**src/hdl/bf3_pkg.sv**
```systemverilog
package bf3_pkg;

  localparam int PIX_W      = 15;
  localparam int SUM_W      = 19;
  localparam int AVG_W      = 23;
  localparam int ROW_W      = 16;
  localparam int OCOL_W     = 12;
  localparam int QUOT_W     = 15;
  localparam int LW_W       = 13;
  localparam int FH_W       = 16;
  localparam int CFG_IDX_W  = 2;
  localparam int CFG_DATA_W = 16;

  // Division by nine: q = (sum * RECIP) >> RECIP_SHIFT is exact for sum < 2^21.
  localparam int RECIP_W     = 20;
  localparam logic [RECIP_W-1:0] RECIP = 20'd932068;
  localparam int RECIP_SHIFT = 23;

  localparam int MIN_DIM = 3;

  localparam logic [LW_W-1:0] LINE_WIDTH_RST   = 13'd4096;
  localparam logic [FH_W-1:0] FRAME_HEIGHT_RST = 16'd4096;

  localparam logic [CFG_IDX_W-1:0] CFG_LINE_WIDTH   = 2'd0;
  localparam logic [CFG_IDX_W-1:0] CFG_FRAME_HEIGHT = 2'd1;

  localparam int QDEPTH = 4;
  localparam int QPTR_W = 2;
  localparam int QLVL_W = 3;

  typedef struct packed {
    logic [PIX_W-1:0] pixel_value;
    logic             start_of_frame;
  } bf3_in_t;

  typedef struct packed {
    logic [AVG_W-1:0]  average;
    logic [ROW_W-1:0]  centre_row;
    logic [OCOL_W-1:0] centre_col;
    logic              frame_done;
  } bf3_out_t;

  typedef struct packed {
    logic [ROW_W-1:0]  centre_row;
    logic [OCOL_W-1:0] centre_col;
    logic              frame_done;
  } bf3_meta_t;

  typedef struct packed {
    logic [SUM_W-1:0] sum;
    bf3_meta_t        meta;
  } bf3_work_t;

  typedef struct packed {
    logic [QLVL_W-1:0] level;
  } bf3_qstat_t;

  // Fraction bits of (r * 256 + 4) / 9 for a remainder r of the division by nine.
  function automatic logic [7:0] frac_of_rem(input logic [3:0] rem);
    logic [7:0] f;
    case (rem)
      4'd0:    f = 8'd0;
      4'd1:    f = 8'd28;
      4'd2:    f = 8'd57;
      4'd3:    f = 8'd85;
      4'd4:    f = 8'd114;
      4'd5:    f = 8'd142;
      4'd6:    f = 8'd171;
      4'd7:    f = 8'd199;
      4'd8:    f = 8'd228;
      default: f = 8'd0;
    endcase
    return f;
  endfunction

endpackage

```
**src/hdl/bf3_queue.sv**
```systemverilog
module bf3_queue (
  input  logic                clk,
  input  logic                rst_n,
  input  logic                push_valid,
  input  bf3_pkg::bf3_work_t  push_data,
  output bf3_pkg::bf3_qstat_t q_stat,
  output logic                pop_valid,
  input  logic                pop_ready,
  output bf3_pkg::bf3_work_t  pop_data
);

  bf3_pkg::bf3_work_t               slots_r [bf3_pkg::QDEPTH];
  logic [bf3_pkg::QPTR_W-1:0]       wr_ptr_r, rd_ptr_r;
  logic [bf3_pkg::QLVL_W-1:0]       count_r;
  logic                             do_pop;

  // The front only pushes when it has reserved a slot, so no full check here.
  assign do_pop       = pop_valid && pop_ready;
  assign pop_valid    = count_r != '0;
  assign pop_data     = slots_r[rd_ptr_r];
  assign q_stat.level = count_r;

  always_ff @(posedge clk) begin
    if (!rst_n) begin
      wr_ptr_r <= '0;
      rd_ptr_r <= '0;
      count_r  <= '0;
    end else begin
      if (push_valid) begin
        wr_ptr_r <= wr_ptr_r + bf3_pkg::QPTR_W'(1);
      end
      if (do_pop) begin
        rd_ptr_r <= rd_ptr_r + bf3_pkg::QPTR_W'(1);
      end
      if (push_valid && !do_pop) begin
        count_r <= count_r + bf3_pkg::QLVL_W'(1);
      end else if (!push_valid && do_pop) begin
        count_r <= count_r - bf3_pkg::QLVL_W'(1);
      end
    end
  end

  always_ff @(posedge clk) begin
    if (push_valid) begin
      slots_r[wr_ptr_r] <= push_data;
    end
  end

endmodule

```
**config.mk**
```make
export PLATFORM = sky130hd
export DESIGN_NAME = bf3_queue
export DESIGN_NICKNAME = d
export VERILOG_FILES = /design/src/hdl/bf3_pkg.sv /design/src/hdl/bf3_queue.sv
export SDC_FILE = /design/constraint.sdc
export NUM_CORES = 1
export LEC_CHECK = 0
export BUFFER_PORTS_ARGS = -buffer_cell sky130_fd_sc_hd__buf_2
export CELL_PAD_IN_SITES_DETAIL_PLACEMENT = 0
export CELL_PAD_IN_SITES_GLOBAL_PLACEMENT = 1
export CORE_ASPECT_RATIO = 0.9
export CORE_MARGIN = 3
export CORE_UTILIZATION = 25
export DETAILED_ROUTE_END_ITERATION = 10
export GPL_ROUTABILITY_DRIVEN = 0
export PLACE_DENSITY_LB_ADDON = 0.1
export SYNTH_ARGS = -nofsm -noshare
export SYNTH_HDL_FRONTEND = slang
export SYNTH_SLANG_ARGS = --single-unit
```
**constraint.sdc**
```tcl
create_clock -name clk -period 1.9 [get_ports clk]
set_input_delay 0.38 -clock clk [delete_from_list [all_inputs] [get_ports clk]]
set_output_delay 0.38 -clock clk [all_outputs]
set_load 0.03 [all_outputs]
```
# [Word-level counts from Yosys, hierarchy flattened]
# Memories as Yosys holds them, arrays and structs flattened. A register that Yosys moved wholly into a read port is not among the register bits.
# Index checks and enable logic that the tools add are counted.
[word_totals] elab_cells=21 memories=1 ff_bits=7 ramBits=192 output_inout_bits=52
[classes] n_addsub=4 reduce_logical=7 mux=6
[mem_list] memory="slots_r" words=4 width=48 read_ports=1 rd_clocked_by_memory_dff=1 write_ports=1 line="bf3_queue.sv:12" text="bf3_pkg::bf3_work_t slots_r [bf3_pkg::QDEPTH];"
[op_table] op="3-bit two-way mux" n=2
[op_table] op="2-bit by 1-bit adder with 2-bit output (second input constant)" n=2
[op_table] op="2-bit two-way mux" n=2
[op_table] op="3-bit by 1-bit adder with 3-bit output (second input constant)" n=1
[op_table] op="1-bit logical AND" n=3
[op_table] op="3-bit nonzero test" n=1
[op_table] op="3-bit by 1-bit subtractor with 3-bit output (second input constant)" n=1
[op_table] op="1-bit zero test" n=2
[op_table] op="1-bit two-way mux" n=2
[op_table] op="2-bit nonzero test" n=1

# [Logic depth before layout (Yosys ltp)]
[depth] ltp_word=5 depth_mapped=7 ltp_nobuf=7

# [Worst setup path before layout]
# Ideal clock, no wire load.
[synth_path] path_kind="register to register" start="reg wr_ptr_r[0] (netlist name)" end="mem slots_r[2][0] (netlist name) (enable)" path_buffers=0 stages_incl_launch_ff=4 slack_ps=-198 required_ps=1490 t_arrival_ps=1688 setup_ps=410 cell_sequence="dfxtp_1 -> inv_1 -> ha_1 -> and2_1"
[synth_rtl] element="from (decl)" line="bf3_queue.sv:13" text="logic [bf3_pkg::QPTR_W-1:0] wr_ptr_r, rd_ptr_r;"
[synth_rtl] element="from (signal assigned)" line="bf3_queue.sv:30" text="wr_ptr_r <= wr_ptr_r + bf3_pkg::QPTR_W'(1);"
[synth_rtl] element="to (decl)" line="bf3_queue.sv:12"
# No word-level cell before the write port.

==> results.md <==
* Rel. slew slack at 0.7365
* Net switching power at 3953 uW
* Largest net degree at the start of global routing at 28
* Crit path cell chain: buf_12, buf_16, mux4_2, buf_6
* Synth cell types at 20
* Violated checks: setup timing
* Post-layout util at 0.3447
* Post-synth top cells: 192 x edfxtp_1, 48 x mux4_2, 9 x and2_1, 9 x dfxtp_1, 5 x ha_1
* Initial antenna violation count at 2
* PwrDens at 1416 nW/um^2
* Die width at 187.0 um
* Die H at 168.9 um
* Leakage power at 0.003292 uW
* Post-DP HPWL at 9.274 mm
* Fmax at 0.4451 GHz
* Clk pwr share at 0.305
* Comb power frac at 0.317
* Adder-cell share of the synthesized area at 0.01120
* Status: complete, but fails checks
* Sw Share at 0.2847
* DR vias/cell at 4.104
* # DRC at 0
* P&R area growth vs syn at 33.02%
* Largest cells by area after synthesis: edfxtp_1 78%, mux4_2 15%, dfxtp_1 2.4%
* # IOs at 104
* Reg clk slew, reported paths at 60 ps
* First-pass GRT wire length at 23.79 mm
* Die Area at 31580 um^2
* WP data arrival at 1870 ps
* Fin. max-slew vios at 0
* Worst hold margin at 97.24 ps
* Ratio of cells with drive above 1 in the final layout at 0.4857
* Worst setup SP type: register
* Fillers at 2722
* Post-synth EDFFs at 192
* DR WL/cell at 19.82 um
* Critical path buffer and inverter count at 3
* Crit. End Element: output port
* Synth Instances at 292
* Hold Path Class: input port to register
* Net Count, Synth at 350
* Tightest Pin Transition at 389.1 ps
* Synth Area in Simple Gates at 0.01103
* Crit-path slowest cell: mux4_2
* Sequential fraction of the synthesis area at 0.8067
* CTS Buffer Depth at 3
* Avg Cell Area, Syn at 25.24 um^2
* Antenna Cells at 0
* CTS tree: built
* Synth Flop Type: edfxtp_1
* # rows at 58
* Final ANT Viol Nets at 0
* Initial DRC Count at 157
* Starting density of the core at 0.2591
* Cell taking the most area after synthesis: edfxtp_1
* Clock skew at 9.980 ps
* Post-synthesis mux area share at 0.1494
* Worst setup path class: register to output port
* Tcrit/Tclk final at 1.183
* Synth Area in Compound Gates at 0.004583
* GRT overflow at 0
* Largest family of logic cells by synthesized area: multiplexers
* Max_cap viols at 0
* CTS Sinks at 201
* Critical Path Max Stage Delay at 540 ps
* Reg2Reg Setup Slack at 20 ps
* Crit path required time at 1520 ps
* Num CTS Buffers at 23
* Core footprint at 28450 um^2
* Synth top area share at 0.7822
* Setup TNS at -15200 ps
* Sequential Power Share at 0.378
* # setup viols final at 48
* CP max FO at 5
* Number of global-route vias before repair at 3919
* RSZ-0062 raised after global routing: yes
* Port bufs at 103
* CTS Root Cell: clkbuf_16
* Worst VDD drop at 0.0005600 V
* Pint at 9930 uW
* Flop and latch count out of synthesis at 201
* Final WS setup at -346.8 ps
* Nets@finish at 495
* Synth Cell Area at 7371 um^2
* Final hold vios at 0
* Ys Warns at 0
* Detailed Route WL at 16.71 mm
* Htree depth at 1
* DR vias at 3460
* Minimum clock period at 2247 ps
* DRT Pass-1 Iters at 4
* Async SR Flop Fraction at 0
* Most numerous cell in the Yosys netlist: edfxtp_1
* Later-pin clock latency in the skew report at 490 ps
* Total global-route track usage at 0.1001
* Crit path max-delay family: multiplexers
* XOR/XNOR share of the synthesized area at 0.005941
-- metrics by stage --
stage	setup slack [ps]	std cells	power, uW	area [um^2]
after detailed placement	6.388	793	8757	8596
after global placement	41.52	793	8727	8596
after CTS	-399.8	835	13190	9364
after global routing	-425.5	843	14590	9804
after floorplan	14.72	292	7686	7398
final	-346.8	843	13880	9804
-- timing repair --
item	in CTS	in global routing
resized for setup	11	134
setup endpoints to repair	50	49
hold buffers	0	0
gates cloned	0	6
pin swaps	4	0
buffers inserted	1	3
-- power groups by stage --
stage | Clock [uW] | Combinational, uW | Sequential [uW]
floorplan | 0 | 2330 | 5350
global placement | 0 | 3400 | 5330
detailed placement | 0 | 3410 | 5340
CTS | 4420 | 3520 | 5250
global route | 4630 | 4690 | 5270
finish | 4230 | 4410 | 5250
-- cell usage in the layout (no fill, tap or decap), drive strengths merged, types with 3 or more instances in the layout --
cell type,count
edfxtp,192
buf,126
mux4,48
clkbuf,33
clkinv,9
and2,9
dfxtp,9
ha,5
xnor2,3
bufinv,3
inv,3
-- flip-flops by register name (all words and copies together), names as in the netlist, named ones only --
name and count:
q_stat 3, slots_r 192, rd_ptr_r 2, wr_ptr_r 2
-- final timing paths --
path	end	depth (start not counted)	startpoint
setup reg to reg	q_stat[2]$_SDFFE_PN0P_	7	q_stat[0]$_SDFFE_PN0P_
hold / removal	slots_r[3][38]$_DFFE_PP_	1	push_data[38]
setup / recovery	pop_data[5]	4	register
hold reg to reg	q_stat[2]$_SDFFE_PN0P_	2	q_stat[2]$_SDFFE_PN0P_
-- area by class of cell --
type	instances	area, um^2	area share
clock buffer	29	598.1	0.06100
clock inverter	12	127.6	0.01302
inverter	3	11.26	0.001149
multi-input combinational	78	1361	0.1388
sequential	201	5959	0.6078
tap	390	488.0	0.04977
timing repair buffer	130	1259	0.1284
-- layer usage --
metal	track usage	routed length (um)	up-vias
met1	0.1174	6781	1789
met5	0	27	-
li1	-	-	1537
met2	0.1785	8477	98
met3	0.03210	1054	32
met4	0.02596	371	4
-- cell families (layout without fill, tap and decap cells) --
family                     count (synthesis)  after routing
xor gates and xnor gates                   5              5
and+or+nand+nor                           13             13
adders and majority gates                  6              6
DFF                                      201            201
buffers and inverters                     13            174
muxes                                     50             50
AOI/OAI and AO/OA                          4              4
Note: power is estimated with default switching activity, not from simulation.
