===== config.mk =====
export PLATFORM = sky130hd
export DESIGN_NAME = bf3_back
export DESIGN_NICKNAME = d
export VERILOG_FILES = /design/src/hdl/bf3_pkg.sv /design/src/hdl/bf3_back.sv
export SDC_FILE = /design/constraint.sdc
export NUM_CORES = 1
export LEC_CHECK = 0
export BUFFER_PORTS_ARGS = -buffer_cell sky130_fd_sc_hd__buf_4
export CAP_MARGIN = 5
export CELL_PAD_IN_SITES_DETAIL_PLACEMENT = 1
export CELL_PAD_IN_SITES_GLOBAL_PLACEMENT = 1
export CORE_UTILIZATION = 48
export CTS_CLUSTER_SIZE = 16
export DETAILED_ROUTE_END_ITERATION = 10
export GPL_TIMING_DRIVEN = 0
export PLACE_DENSITY_LB_ADDON = 0.1
export SLEW_MARGIN = 20
export SYNTH_ARGS = -nofsm -noshare
export SYNTH_HDL_FRONTEND = slang
export SYNTH_SLANG_ARGS = --single-unit

===== constraint.sdc =====
create_clock -name clk -period 6.97 [get_ports clk]
set_input_delay 1.0455 -clock clk [delete_from_list [all_inputs] [get_ports clk]]
set_output_delay 1.0455 -clock clk [all_outputs]
set_load 0.01 [all_outputs]

===== src/hdl/bf3_pkg.sv =====
package bf3_pkg;

  localparam int PIX_W      = 15;
  localparam int SUM_W      = 19;
  localparam int AVG_W      = 23;
  localparam int ROW_W      = 16;
  localparam int OCOL_W     = 12;
  localparam int QUOT_W     = 15;
  localparam int LW_W       = 13;
  localparam int FH_W       = 16;
  localparam int CFG_IDX_W  = 2;
  localparam int CFG_DATA_W = 16;

  // Division by nine: q = (sum * RECIP) >> RECIP_SHIFT is exact for sum < 2^21.
  localparam int RECIP_W     = 20;
  localparam logic [RECIP_W-1:0] RECIP = 20'd932068;
  localparam int RECIP_SHIFT = 23;

  localparam int MIN_DIM = 3;

  localparam logic [LW_W-1:0] LINE_WIDTH_RST   = 13'd4096;
  localparam logic [FH_W-1:0] FRAME_HEIGHT_RST = 16'd4096;

  localparam logic [CFG_IDX_W-1:0] CFG_LINE_WIDTH   = 2'd0;
  localparam logic [CFG_IDX_W-1:0] CFG_FRAME_HEIGHT = 2'd1;

  localparam int QDEPTH = 4;
  localparam int QPTR_W = 2;
  localparam int QLVL_W = 3;

  typedef struct packed {
    logic [PIX_W-1:0] pixel_value;
    logic             start_of_frame;
  } bf3_in_t;

  typedef struct packed {
    logic [AVG_W-1:0]  average;
    logic [ROW_W-1:0]  centre_row;
    logic [OCOL_W-1:0] centre_col;
    logic              frame_done;
  } bf3_out_t;

  typedef struct packed {
    logic [ROW_W-1:0]  centre_row;
    logic [OCOL_W-1:0] centre_col;
    logic              frame_done;
  } bf3_meta_t;

  typedef struct packed {
    logic [SUM_W-1:0] sum;
    bf3_meta_t        meta;
  } bf3_work_t;

  typedef struct packed {
    logic [QLVL_W-1:0] level;
  } bf3_qstat_t;

  // Fraction bits of (r * 256 + 4) / 9 for a remainder r of the division by nine.
  function automatic logic [7:0] frac_of_rem(input logic [3:0] rem);
    logic [7:0] f;
    case (rem)
      4'd0:    f = 8'd0;
      4'd1:    f = 8'd28;
      4'd2:    f = 8'd57;
      4'd3:    f = 8'd85;
      4'd4:    f = 8'd114;
      4'd5:    f = 8'd142;
      4'd6:    f = 8'd171;
      4'd7:    f = 8'd199;
      4'd8:    f = 8'd228;
      default: f = 8'd0;
    endcase
    return f;
  endfunction

endpackage


===== src/hdl/bf3_back.sv =====
module bf3_back (
  input  logic               clk,
  input  logic               rst_n,
  input  logic               pop_valid,
  output logic               pop_ready,
  input  bf3_pkg::bf3_work_t pop_data,
  output logic               out_valid,
  input  logic               out_ready,
  output bf3_pkg::bf3_out_t  out_data
);

  localparam int SW = bf3_pkg::SUM_W;
  localparam int QW = bf3_pkg::QUOT_W;
  localparam int PRW = bf3_pkg::SUM_W + bf3_pkg::RECIP_W;

  logic                b1_v_r, out_v_r, out_free, b1_free;
  logic [SW-1:0]       b1_sum_r, rem_full;
  logic [QW-1:0]       b1_quot_r;
  bf3_pkg::bf3_meta_t  b1_meta_r;
  logic [PRW-1:0]      prod;
  bf3_pkg::bf3_out_t   out_r;

  assign out_free  = !out_v_r || out_ready;
  assign b1_free   = !b1_v_r || out_free;
  assign pop_ready = b1_free;

  assign prod = PRW'(pop_data.sum) * PRW'(bf3_pkg::RECIP);

  // Remainder of the division is at most eight; it picks the fraction bits.
  assign rem_full = b1_sum_r - (SW'(b1_quot_r) << 3) - SW'(b1_quot_r);

  always_ff @(posedge clk) begin
    if (!rst_n) begin
      b1_v_r  <= 1'b0;
      out_v_r <= 1'b0;
    end else begin
      if (b1_free) begin
        b1_v_r <= pop_valid;
      end
      if (out_free) begin
        out_v_r <= b1_v_r;
      end
    end
  end

  always_ff @(posedge clk) begin
    if (b1_free && pop_valid) begin
      b1_sum_r  <= pop_data.sum;
      b1_quot_r <= prod[bf3_pkg::RECIP_SHIFT +: QW];
      b1_meta_r <= pop_data.meta;
    end
    if (out_free && b1_v_r) begin
      out_r.average    <= {b1_quot_r, 8'h00} +
                          bf3_pkg::AVG_W'(bf3_pkg::frac_of_rem(rem_full[3:0]));
      out_r.centre_row <= b1_meta_r.centre_row;
      out_r.centre_col <= b1_meta_r.centre_col;
      out_r.frame_done <= b1_meta_r.frame_done;
    end
  end

  assign out_valid = out_v_r;
  assign out_data  = out_r;

endmodule


[After elaboration in Yosys (flattened, before gate mapping)]
Memory sizes are Yosys's and may differ from the RTL's.
Index checks and enable logic that the tools add are counted.
Word-level totals
  flip-flop bits (word level): 102
  bits in read-only memories: 128
  input bits: 52
  output and inout port bits: 54
  word-level logic and storage cells: 23
  memories: 1
Memory list
  (no name shown): depth 16, bits a word 8, rd ports 1, clocked after Yosys merged registers in 0, wr ports 0, line bf3_pkg.sv:61  | case (rem)
Cells by class
  add/subtract/negate cells: 3
  multiply operators: 1
  mux-type cells: 1
  reductions and logical operators: 6
Operator list (count)
  19-bit by 18-bit multiplier with 36-bit output (second input constant): 1
  23-bit by 8-bit adder with 23-bit output: 1
  8-bit two-way mux: 1
  4-bit subtractor: 2
  1-bit logical AND: 2
  1-bit logical NOT: 2
  1-bit logical OR: 2

[Logic depth before layout (Yosys ltp)]
Gate-level depths: netlist (run 1).
  depth after elaboration: 5
  mapped depth: 20
  depth with buffers taken out: 19

[Worst setup path before layout (run 1)]
Ideal clock, no wire load.
  path kind: input to register
  start point: input port pop_data[31] (netlist bit)
  end point: register b1_quot_r[13], data pin
  setup time: 0.262 ns
  arrival: 5.645 ns
  data required time: 6.708 ns
  setup slack: 1.063 ns
  stages: 18
  buffers on the path: 0
  cell sequence: inv_1 -> fa_1 -> inv_1 -> ha_1 -> xor2_1 -> ha_1 -> fa_1 -> fa_1 -> inv_1 -> fa_1 -> inv_1 -> ha_1 -> a211o_1 -> a21oi_2 -> a211o_1 -> a21boi_2 -> o31a_1 -> o32a_2
Between the ends
  cells in the longest elaborated chain, start to end: 1
RTL lines
  from (decl): line bf3_back.sv:6  | input bf3_pkg::bf3_work_t pop_data,
  19-bit by 18-bit multiplier with 36-bit output: line bf3_back.sv:27  | assign prod = PRW'(pop_data.sum) * PRW'(bf3_pkg::RECIP);
  net prod[36]: line bf3_back.sv:20  | logic [PRW-1:0] prod;
  to (signal assigned): line bf3_back.sv:49  | b1_quot_r <= prod[bf3_pkg::RECIP_SHIFT +: QW];
  to (decl): line bf3_back.sv:18  | logic [QW-1:0] b1_quot_r;
The timed path passes the listed nets, and every way through them passes these cells.
A chain may end at the register's enable or synchronous reset.

[Worst setup path in the final report (run 1)]
  start point: input port pop_data[30] (netlist bit)
  end point: register b1_quot_r[8], data pin
The elaborated chain is that of the path after synthesis.

==> metrics.txt, run 1 <==
total CTS buffers=9; Total Neg Setup Slack=0 ns; achievable clock frequency=0.162 GHz; fin. max-slew vios=0; worst slew pin tran=0.741 ns; grt ovf=0; CP Buf/Inv Count=5; CTS resizes=0; RSZ-0062 raised after global routing=no; drt total wl=19.8 mm; Crit path max-delay family=adder cells; FF+latch count, synth=a little over 100; layout cells sized above 1=between 10% and 20%; TritonCTS clock tree=built; mapped cell area=8480 µm²; die area=18200 µm²; worst min path class=reg2reg; cts hold-fix bufs=0; sequential area share after synthesis=35.9%; Initial Utilization=between 40 and 50%; CTS max path bufs=2; CTS Sinks=102; CP max stage cell=fa_1; Hold Vio Cnt, Final=0; slowest cell delay on critical path=0.57 ns; period utilisation layout=between 80% and 90%; num ports=106; via count=between 5k and 6k; Clock transition at path regs=0.07 ns; Core Footprint=17300 µm²; row cnt=48; Die Ht=135 µm; Most Frequent Cell on Critical Path=fa_1; diode count=0; Setup crit end kind=flop; Max Cap Violations=0; critical path class=in2reg; GRT Total Usage=23.0%; pin count of the biggest net entering global routing=32; synthesized net count=989; die extent in x=around 130 µm; Area Growth Syn to Fin=16.7%; clock root cell=clkbuf_16; Clock Skew=0.00754 ns; port bufs=105; Post-CTS Setup Bufs=0; Worst EP arrival=~6.2 ns; Final setup viols=0; minimum clock period=6.16 ns; Worst Path Required=between 7 and 8 ns; worst skew pair latency=0.34 ns; Starting DRT DRC Count=197; first-pass GRT wire length=31.8 mm; Post-synth top flop=edfxtp_1; H-tree Lvls=3; Critical Path Source Type=primary input; post-route ant nets=0; syn avg cell area=between 10 and 15 µm²; Slew HR=50.5%; initial antenna violation count=0; async set or reset register ratio after synthesis=0%; hpwl dp=17.0 mm; CP cell instances=buf_4 -> fa_1 -> ha_1 -> inv_1 -> fa_1 -> inv_1 -> fa_1 -> fa_1 -> inv_1 -> fa_1 -> inv_1 -> ha_1 -> a21oi_1 -> o21ai_0 -> a2111oi_0 -> a31oi_1 -> a211oi_1 -> xnor2_1; Synthesis Warnings=0; DRT Pass-1 Iters=4; number of global-route vias before repair=between 6k and 7k; status=completed; nets=1107; Post-synth EDFFs=100; WL/cell=18.8 µm; DRC viols=0; Post-Synthesis Cells=710; routed vias/inst=about 5.2; GPL Wtd Cong=0.847; worst-path fanout max=4; synth unique cells=52
==> through the flow <==
stage | worst slack [ns] | std cells | util (%) | area [µm²] | hold WS, ns
floorplan | 1.06 | 710 | - | 8480 | 0.400
global placement | 0.539 | 1040 | 55.2 | 9550 | 0.401
detailed placement | 0.470 | 1042 | 55.5 | 9600 | 0.406
CTS | 0.835 | 1058 | 57.2 | 9900 | 0.417
global route | 0.617 | 1058 | 57.2 | 9900 | 0.424
finish | 0.814 | 1058 | 57.2 | 9900 | 0.417
==> logic make-up (layout without fill, tap and decap cells) <==
family,Yosys count,in the layout,synth area share (%)
mux,2,2,0.236
flops,102,102,35.9
fa+ha+maj,227,227,40.9
buf+inv,176,299,7.82
simple gates,84,84,4.87
xor+xnor,29,29,2.99
compound gates,90,90,7.31
==> sequential cells by signal, indices dropped and copies added (netlist names) <==
| signal | count |
|---|---|
| out_data | 52 |
| b1_meta_r | 29 |
| b1_v_r | 1 |
| b1_sum_r | 4 |
| b1_quot_r | 15 |
| out_valid | 1 |
==> cell usage in the layout, fill, tap and decap left out, drive strengths merged, types with 3 or more instances in the layout <==
| cell type | Yosys | routed |
|---|---|---|
| edfxtp | 100 | 100 |
| ha | 143 | 143 |
| clkinv | 0 | 3 |
| inv | 171 | 172 |
| a211oi | 7 | 7 |
| o21ai | 11 | 11 |
| nand3 | 6 | 6 |
| xor2 | 13 | 13 |
| a21boi | 4 | 4 |
| o211ai | 6 | 6 |
| xnor2 | 16 | 16 |
| buf | 2 | 109 |
| nor2 | 18 | 18 |
| nor3 | 3 | 3 |
| o21a | 5 | 5 |
| a211o | 3 | 3 |
| nor2b | 6 | 6 |
| a21oi | 25 | 25 |
| nand4 | 6 | 6 |
| a21o | 10 | 10 |
| nand2 | 28 | 28 |
| clkbuf | 3 | 12 |
| fa | 84 | 84 |
| o22ai | 5 | 5 |
| and2 | 4 | 4 |
==> layer usage <==
metal  track usage [%]  vias to the layer above  part of all wire, %
met1              29.2                     2734                   44
li1                  -                     2610                    -
met3              2.36                       16                  3.6
met5                 0                        -                    0
met4              6.05                        0                  1.2
met2              41.6                      118                   51
==> cell usage after synthesis, drive strengths merged, types with 2 or more instances <==
cell | instances | area (µm²)
a21oi | 25 | 129
o22ai | 5 | 31.3
and2 | 4 | 25.0
a311oi | 2 | 17.5
buf | 2 | 10.0
o21a | 5 | 37.5
and3 | 2 | 12.5
nand4 | 6 | 43.8
a211oi | 7 | 57.6
o21ai | 11 | 55.1
xnor2 | 16 | 140
nand2 | 28 | 105
nor2 | 18 | 67.6
or3 | 2 | 12.5
nand2b | 2 | 12.5
edfxtp | 100 | 3000
mux2i | 2 | 20.0
xor2 | 13 | 114
a211o | 3 | 26.3
nor3 | 3 | 15.0
nand3 | 6 | 30.0
nor4 | 2 | 12.5
a21boi | 4 | 33.8
nor2b | 6 | 37.5
o211ai | 6 | 45.0
dfxtp | 2 | 40.0
fa | 84 | 1680
a21o | 10 | 75.1
ha | 143 | 1790
inv | 171 | 642
clkbuf | 3 | 11.3
==> final timing paths <==
check	to	slack, ns	cells past startpoint	startpoint
max	b1_quot_r[8]	0.81	18	pop_data[30]
min	out_data[9]	0.42	0	b1_meta_r[9]
max reg2reg	out_data[34]	4.66	8	b1_quot_r[0]
min reg2reg	out_data[9]	0.42	0	b1_meta_r[9]
==> area by class of cell <==
type | count | area (µm²)
repair buffers | 107 | 828
clock buffers | 9 | 225
flip-flops and latches | 102 | 3040
clock inverters | 7 | 72.6
well taps | 225 | 282
inverters | 171 | 642
fillers | 1787 | 7400
plain buffers | 5 | 21.3
multi-input cells | 432 | 4790
==> worst register-to-register path, stage by stage (launching register included) <==
cell,delay (ns)
edfxtp_1,0.44
ha_1,0.21
inv_1,0.09
ha_1,0.23
a211oi_1,0.36
xor2_1,0.21
nand2_1,0.18
a21boi_0,0.22
o22ai_1,0.11
Power of run 1 is left out: the tool's default activity adds up to more than one toggle a clock period on the data nets, which glitch-free logic cannot reach.
==> run 2: changes to the inputs <==
CORE_UTILIZATION = 52   (was 48)
clock period = 7.3 ns   (was 6.97 ns; I/O delays follow)
==> run 2 against run 1 <==
  * Clock-buffer cell count is the same
  * Design area shrank 0.37%
  * Non-clock buffer count is the same
  * Critical path depth grew 1
  * Utilization grew 4.9 points
  * Wire length grew 3.7%
  * Die area shrank 7.6%
  * Cell count shrank 0.85%
  * Hold slack gained 0.0025 ns
  * Global-route usage grew 2.9 points
  * Largest cell class unchanged
  * Sequential cell count is the same
==> metrics.txt, run 2 (synthesis results as in run 1) <==
Initial Utilization=53.4% (+4.4 points); Setup crit end kind=flop; diode count=0 (unchanged); Hold Vio Cnt, Final=0 (unchanged); slowest cell delay on critical path=0.56 ns (about the same); pin count of the biggest net entering global routing=30 (-6.3%); CTS resizes=0 (unchanged); Final setup viols=0 (unchanged); Starting DRT DRC Count=145 (-26%); Critical Path Source Type=primary input; commonest non-fill, non-tap cell in the layout=inv_1; Crit path max-delay family=adder cells; most frequent cells in the layout=inv_1 (171), ha_1 (143), buf_4 (105); Area Growth Syn to Fin=16.3%; worst slew pin tran=0.706 ns (-0.0351 ns); nets=1107 (unchanged); DRT Pass-1 Iters=4 (unchanged); hpwl dp=17.6 mm (+3.9%); achievable clock frequency=around 0.16 GHz; Die Ht=130 µm (-3.9%); post-route ant nets=0 (unchanged); worst-path fanout max=7 (+3); Post-CTS Setup Bufs=0 (unchanged); start of the worst register-to-register path=b1_quot_r[0]; RSZ-0062 raised after global routing=no; reg2reg setup slack=4.87 ns (+0.21 ns); H-tree Lvls=3 (unchanged); clock root cell=clkbuf_16; CTS max path bufs=2 (unchanged); layout cells sized above 1=15.8% (-0.12 points); max FFs per register=52 (unchanged); number of global-route vias before repair=6151 (unchanged); Worst EP arrival=6.36 ns (+0.12 ns); Worst Path Required=7.43 ns (+0.38 ns); Clock transition at path regs=0.06 ns (about the same); cts hold-fix bufs=0 (unchanged); Most Frequent Cell on Critical Path=fa_1; WL/cell=19.6 µm (+4.6%); Slew HR=52.8% (+2.3 points); period utilisation layout=between 80% and 90%; grt ovf=0 (unchanged); CP max stage cell=fa_1; Clock Skew=0.00712 ns (-0.000422 ns); critical path class=in2reg; GPL Wtd Cong=0.901 (+6.3%); Hold Crit Start=b1_quot_r[11]; die extent in x=130 µm (-3.9%); first-pass GRT wire length=32.4 mm (+1.9%); dpl ws=0.741 ns (+0.271 ns); Core Footprint=15900 µm² (-8.2%); fin. max-slew vios=0 (unchanged); number of fill cells=1676 (-6.2%); Storage cell area=3040 µm² (unchanged); TritonCTS clock tree=built; Max Cap Violations=0 (unchanged); minimum clock period=just over 6 ns; num ports=106 (unchanged); drt total wl=20.6 mm (+3.7%); CTS Sinks=102 (unchanged); via count=5512 (+0.62%); worst min path class=reg2reg; routed vias/inst=5.25 (+1.5%); final worst setup slack=1.08 ns (+0.264 ns); Total Neg Setup Slack=0 ns (unchanged); status=completed; Multi-input gate area=4790 µm² (unchanged); CP cell instances=buf_4 -> inv_1 -> fa_1 -> inv_1 -> ha_1 -> fa_1 -> fa_1 -> inv_1 -> fa_1 -> fa_1 -> inv_1 -> ha_1 -> clkbuf_1 -> nand3_1 -> nor2_1 -> nand2_1 -> a211oi_1 -> nor2_1 -> a311oi_1; CP Buf/Inv Count=6 (+1); crit path launch=pop_data[35]; total CTS buffers=9 (unchanged); port bufs=105 (unchanged); die area=16800 µm² (-7.6%); DRC viols=0 (unchanged); row cnt=46 (-4.2%); initial antenna violation count=0 (unchanged); worst skew pair latency=0.35 ns (about the same); GRT Total Usage=25.9% (+2.9 points)
run 2: stage by stage:
step / cell area, µm² / cells / hold slack (ns) / utilization, %
after floorplan: 8480 / 710 / 0.400 / -
after global placement: 9540 / 1031 / 0.401 / 60.1
after detailed placement: 9600 / 1033 / 0.406 / 60.4
after CTS: 9860 / 1049 / 0.417 / 62.1
after global routing: 9860 / 1049 / 0.420 / 62.1
final: 9860 / 1049 / 0.419 / 62.1
run 2: final cells by class:
class	instances	area share (%)
Inverter	171	6.51
Clock buffer	9	2.28
Clock inverter	7	0.406
Buffer	5	0.216
Timing Repair Buffer	107	8.47
Multi-Input combinational cell	432	48.5
Sequential cell	102	30.8
Tap cell	216	2.74
run 2: layer usage:
| metal | wire length (µm) | track usage (%) |
|---|---|---|
| met5 | 0 | 0 |
| met4 | 368 | 6.57 |
| met3 | 950 | 4.18 |
| met2 | 10800 | 49.3 |
| met1 | 8450 | 30.2 |
run 2: final timing paths:
path | end | depth (start not counted)
hold reg to reg | out_data[48] | 0
hold / removal | out_data[48] | 0
setup / recovery | b1_quot_r[7] | 19
setup reg to reg | out_data[34] | 8
run 2: worst reg2reg max path, stage by stage, from the launching register on:
cell,delay [ns]
edfxtp_1,0.43
ha_1,0.21
inv_1,0.10
ha_1,0.24
a211oi_1,0.38
xor2_1,0.22
nand2_1,0.20
a21boi_0,0.26
o22ai_1,0.12
Power of run 2 is left out for the same reason.
==> run 3: changes to the inputs <==
GPL_TIMING_DRIVEN = not set   (was 0)
==> run 3 against run 2 <==
  * Design area grew 0.10%
  * Hold slack got worse by 0.0045 ns
  * Via count rose by 0.62%
  * Sequential share of layout area hardly changed
  * Clock-buffer cell count rose by 3
  * Utilization rose by 0.063 points
  * Global-route usage about the same
  * Highest routed layer unchanged
==> metrics.txt, run 3 (synthesis results as in run 1) <==
num ports=106 (unchanged); TritonCTS clock tree=built; Area Growth Syn to Fin=16.4%; initial antenna violation count=0 (unchanged); H-tree Lvls=3 (unchanged); Starting DRT DRC Count=180 (+24%); die extent in x=130 µm (unchanged); layout cells sized above 1=15.4% (-0.49 points); Setup crit end kind=flop; worst slew pin tran=0.671 ns (-0.0352 ns); Hold Crit Start=b1_quot_r[10]; CP Buf/Inv Count=5 (-1); grt ovf=0 (unchanged); period utilisation layout=85.7% (+0.42 points); Hold Vio Cnt, Final=0 (unchanged); reg2reg path depth=8 (unchanged); Critical Path Source Type=primary input; CP cell instances=buf_4 -> inv_1 -> fa_1 -> inv_1 -> ha_1 -> xor2_1 -> ha_1 -> a21o_1 -> fa_1 -> inv_1 -> fa_1 -> fa_1 -> inv_1 -> ha_1 -> a21oi_1 -> o21ai_0 -> a2111oi_0 -> a31oi_1 -> a211oi_1 -> xnor2_1; Slew HR=55.3% (+2.4 points); status=completed; WHS Endpoint=out_data[47]; CP max stage cell=fa_1; dpl ws=0.824 ns (+0.0831 ns); minimum clock period=6.25 ns (+0.0306 ns); slowest cell delay on critical path=0.56 ns (about the same); die area=16800 µm² (unchanged); diode count=0 (unchanged); routed vias/inst=5.32 (+1.2%); clock root cell=clkbuf_16; critical path class=in2reg; GRT Total Usage=25.9% (-0.046 points); Final setup viols=0 (unchanged); Worst EP arrival=6.33 ns (-0.03 ns); RSZ-0062 raised after global routing=no; Max Cap Violations=0 (unchanged); Total Neg Setup Slack=0 ns (unchanged); CTS resizes=0 (unchanged); post-route ant nets=0 (unchanged); row cnt=46 (unchanged); Crit path max-delay family=adder cells; Clock transition at path regs=0.06 ns (about the same); Core Footprint=15900 µm² (unchanged); GPL Wtd Cong=0.892 (-0.97%); number of global-route vias before repair=6184 (+0.54%); hpwl dp=17.8 mm (+0.64%); total CTS buffers=9 (unchanged); cell area after placement=9540 µm² (-0.64%); reg2reg setup slack=4.98 ns (+0.11 ns); nets=1101 (-0.54%); max FFs per register=52 (unchanged); Worst Path Required=7.38 ns (-0.05 ns); drt total wl=21.0 mm (+1.9%); port bufs=105 (unchanged); achievable clock frequency=0.160 GHz (-0.49%); cts hold-fix bufs=0 (unchanged); start of the worst register-to-register path=b1_quot_r[0]; most frequent cells in the layout=inv_1 (171), ha_1 (143), buf_4 (106); DRC viols=0 (unchanged); Post-CTS Setup Bufs=0 (unchanged); commonest non-fill, non-tap cell in the layout=inv_1; CTS max path bufs=2 (unchanged); WL/cell=20.1 µm (+2.5%); WHS Path Cells=0 (unchanged); worst-path fanout max=6 (-1); Die Ht=130 µm (unchanged); fin area=9870 µm² (+0.10%); Clock Skew=0.00681 ns (-0.000313 ns); Reg2Reg Capture Point=out_data[35]; pin count of the biggest net entering global routing=53 (+77%); fin. max-slew vios=0 (unchanged); worst skew pair latency=0.33 ns (-0.02 ns); first-pass GRT wire length=32.3 mm (-0.57%); via count=5546 (+0.62%); worst min path class=reg2reg; final worst setup slack=1.05 ns (-0.0306 ns); DRT Pass-1 Iters=4 (unchanged); CTS Sinks=102 (unchanged); Initial Utilization=53.4% (unchanged)
[run 3: through the flow]
stage | instances | hold WS [ns] | utilization, %
floorplan | 710 | 0.400 | -
global placement | 1027 | 0.401 | 60.0
detailed placement | 1027 | 0.406 | 60.0
CTS | 1043 | 0.420 | 62.2
global route | 1043 | 0.425 | 62.2
finish | 1043 | 0.415 | 62.2
[run 3: area by class of cell]
| type | instances | area [µm²] |
|---|---|---|
| fillers | 1654 | 6010 |
| multi-input cells | 432 | 4790 |
| flip-flops and latches | 102 | 3040 |
| repair buffers | 106 | 796 |
| inverters | 171 | 642 |
| well taps | 216 | 270 |
| clock buffers | 12 | 236 |
| clock inverters | 4 | 98.8 |
[run 3: how the worst max path moves through the flow]
| stage | startpoint | end | slack [ns] | cells past startpoint |
|---|---|---|---|---|
| 3_3_place_gp | pop_data[31] | b1_quot_r[13] | 0.96 | 19 |
| 5_1_grt | pop_data[31] | b1_quot_r[7] | 0.91 | 20 |
| 6_report | pop_data[31] | b1_quot_r[8] | 1.05 | 20 |
| 3_5_place_dp | pop_data[30] | b1_quot_r[8] | 0.82 | 18 |
| 4_1_cts | pop_data[31] | b1_quot_r[8] | 1.12 | 20 |
| 2_1_floorplan | pop_data[31] | b1_quot_r[13] | 1.34 | 18 |
[run 3: worst register-to-register path: cells and delay by family, from the launching register on]
kind,cells,cell delay (ns)
xor+xnor,1,0.32
flops,1,0.43
fa+ha+maj,2,0.47
buf+inv,1,0.11
simple gates,1,0.17
compound gates,3,0.66
[run 3: routing by layer]
metal | wire length [µm] | part of all wire [%] | up-vias | GRT usage, %
met5 | 0 | 0 | - | 0
met4 | 341 | 1.6 | 0 | 7.32
met3 | 825 | 3.9 | 20 | 3.03
met2 | 11200 | 53 | 125 | 49.5
met1 | 8620 | 41 | 2804 | 30.4
li1 | - | - | 2597 | -
Power of run 3 is left out for the same reason.
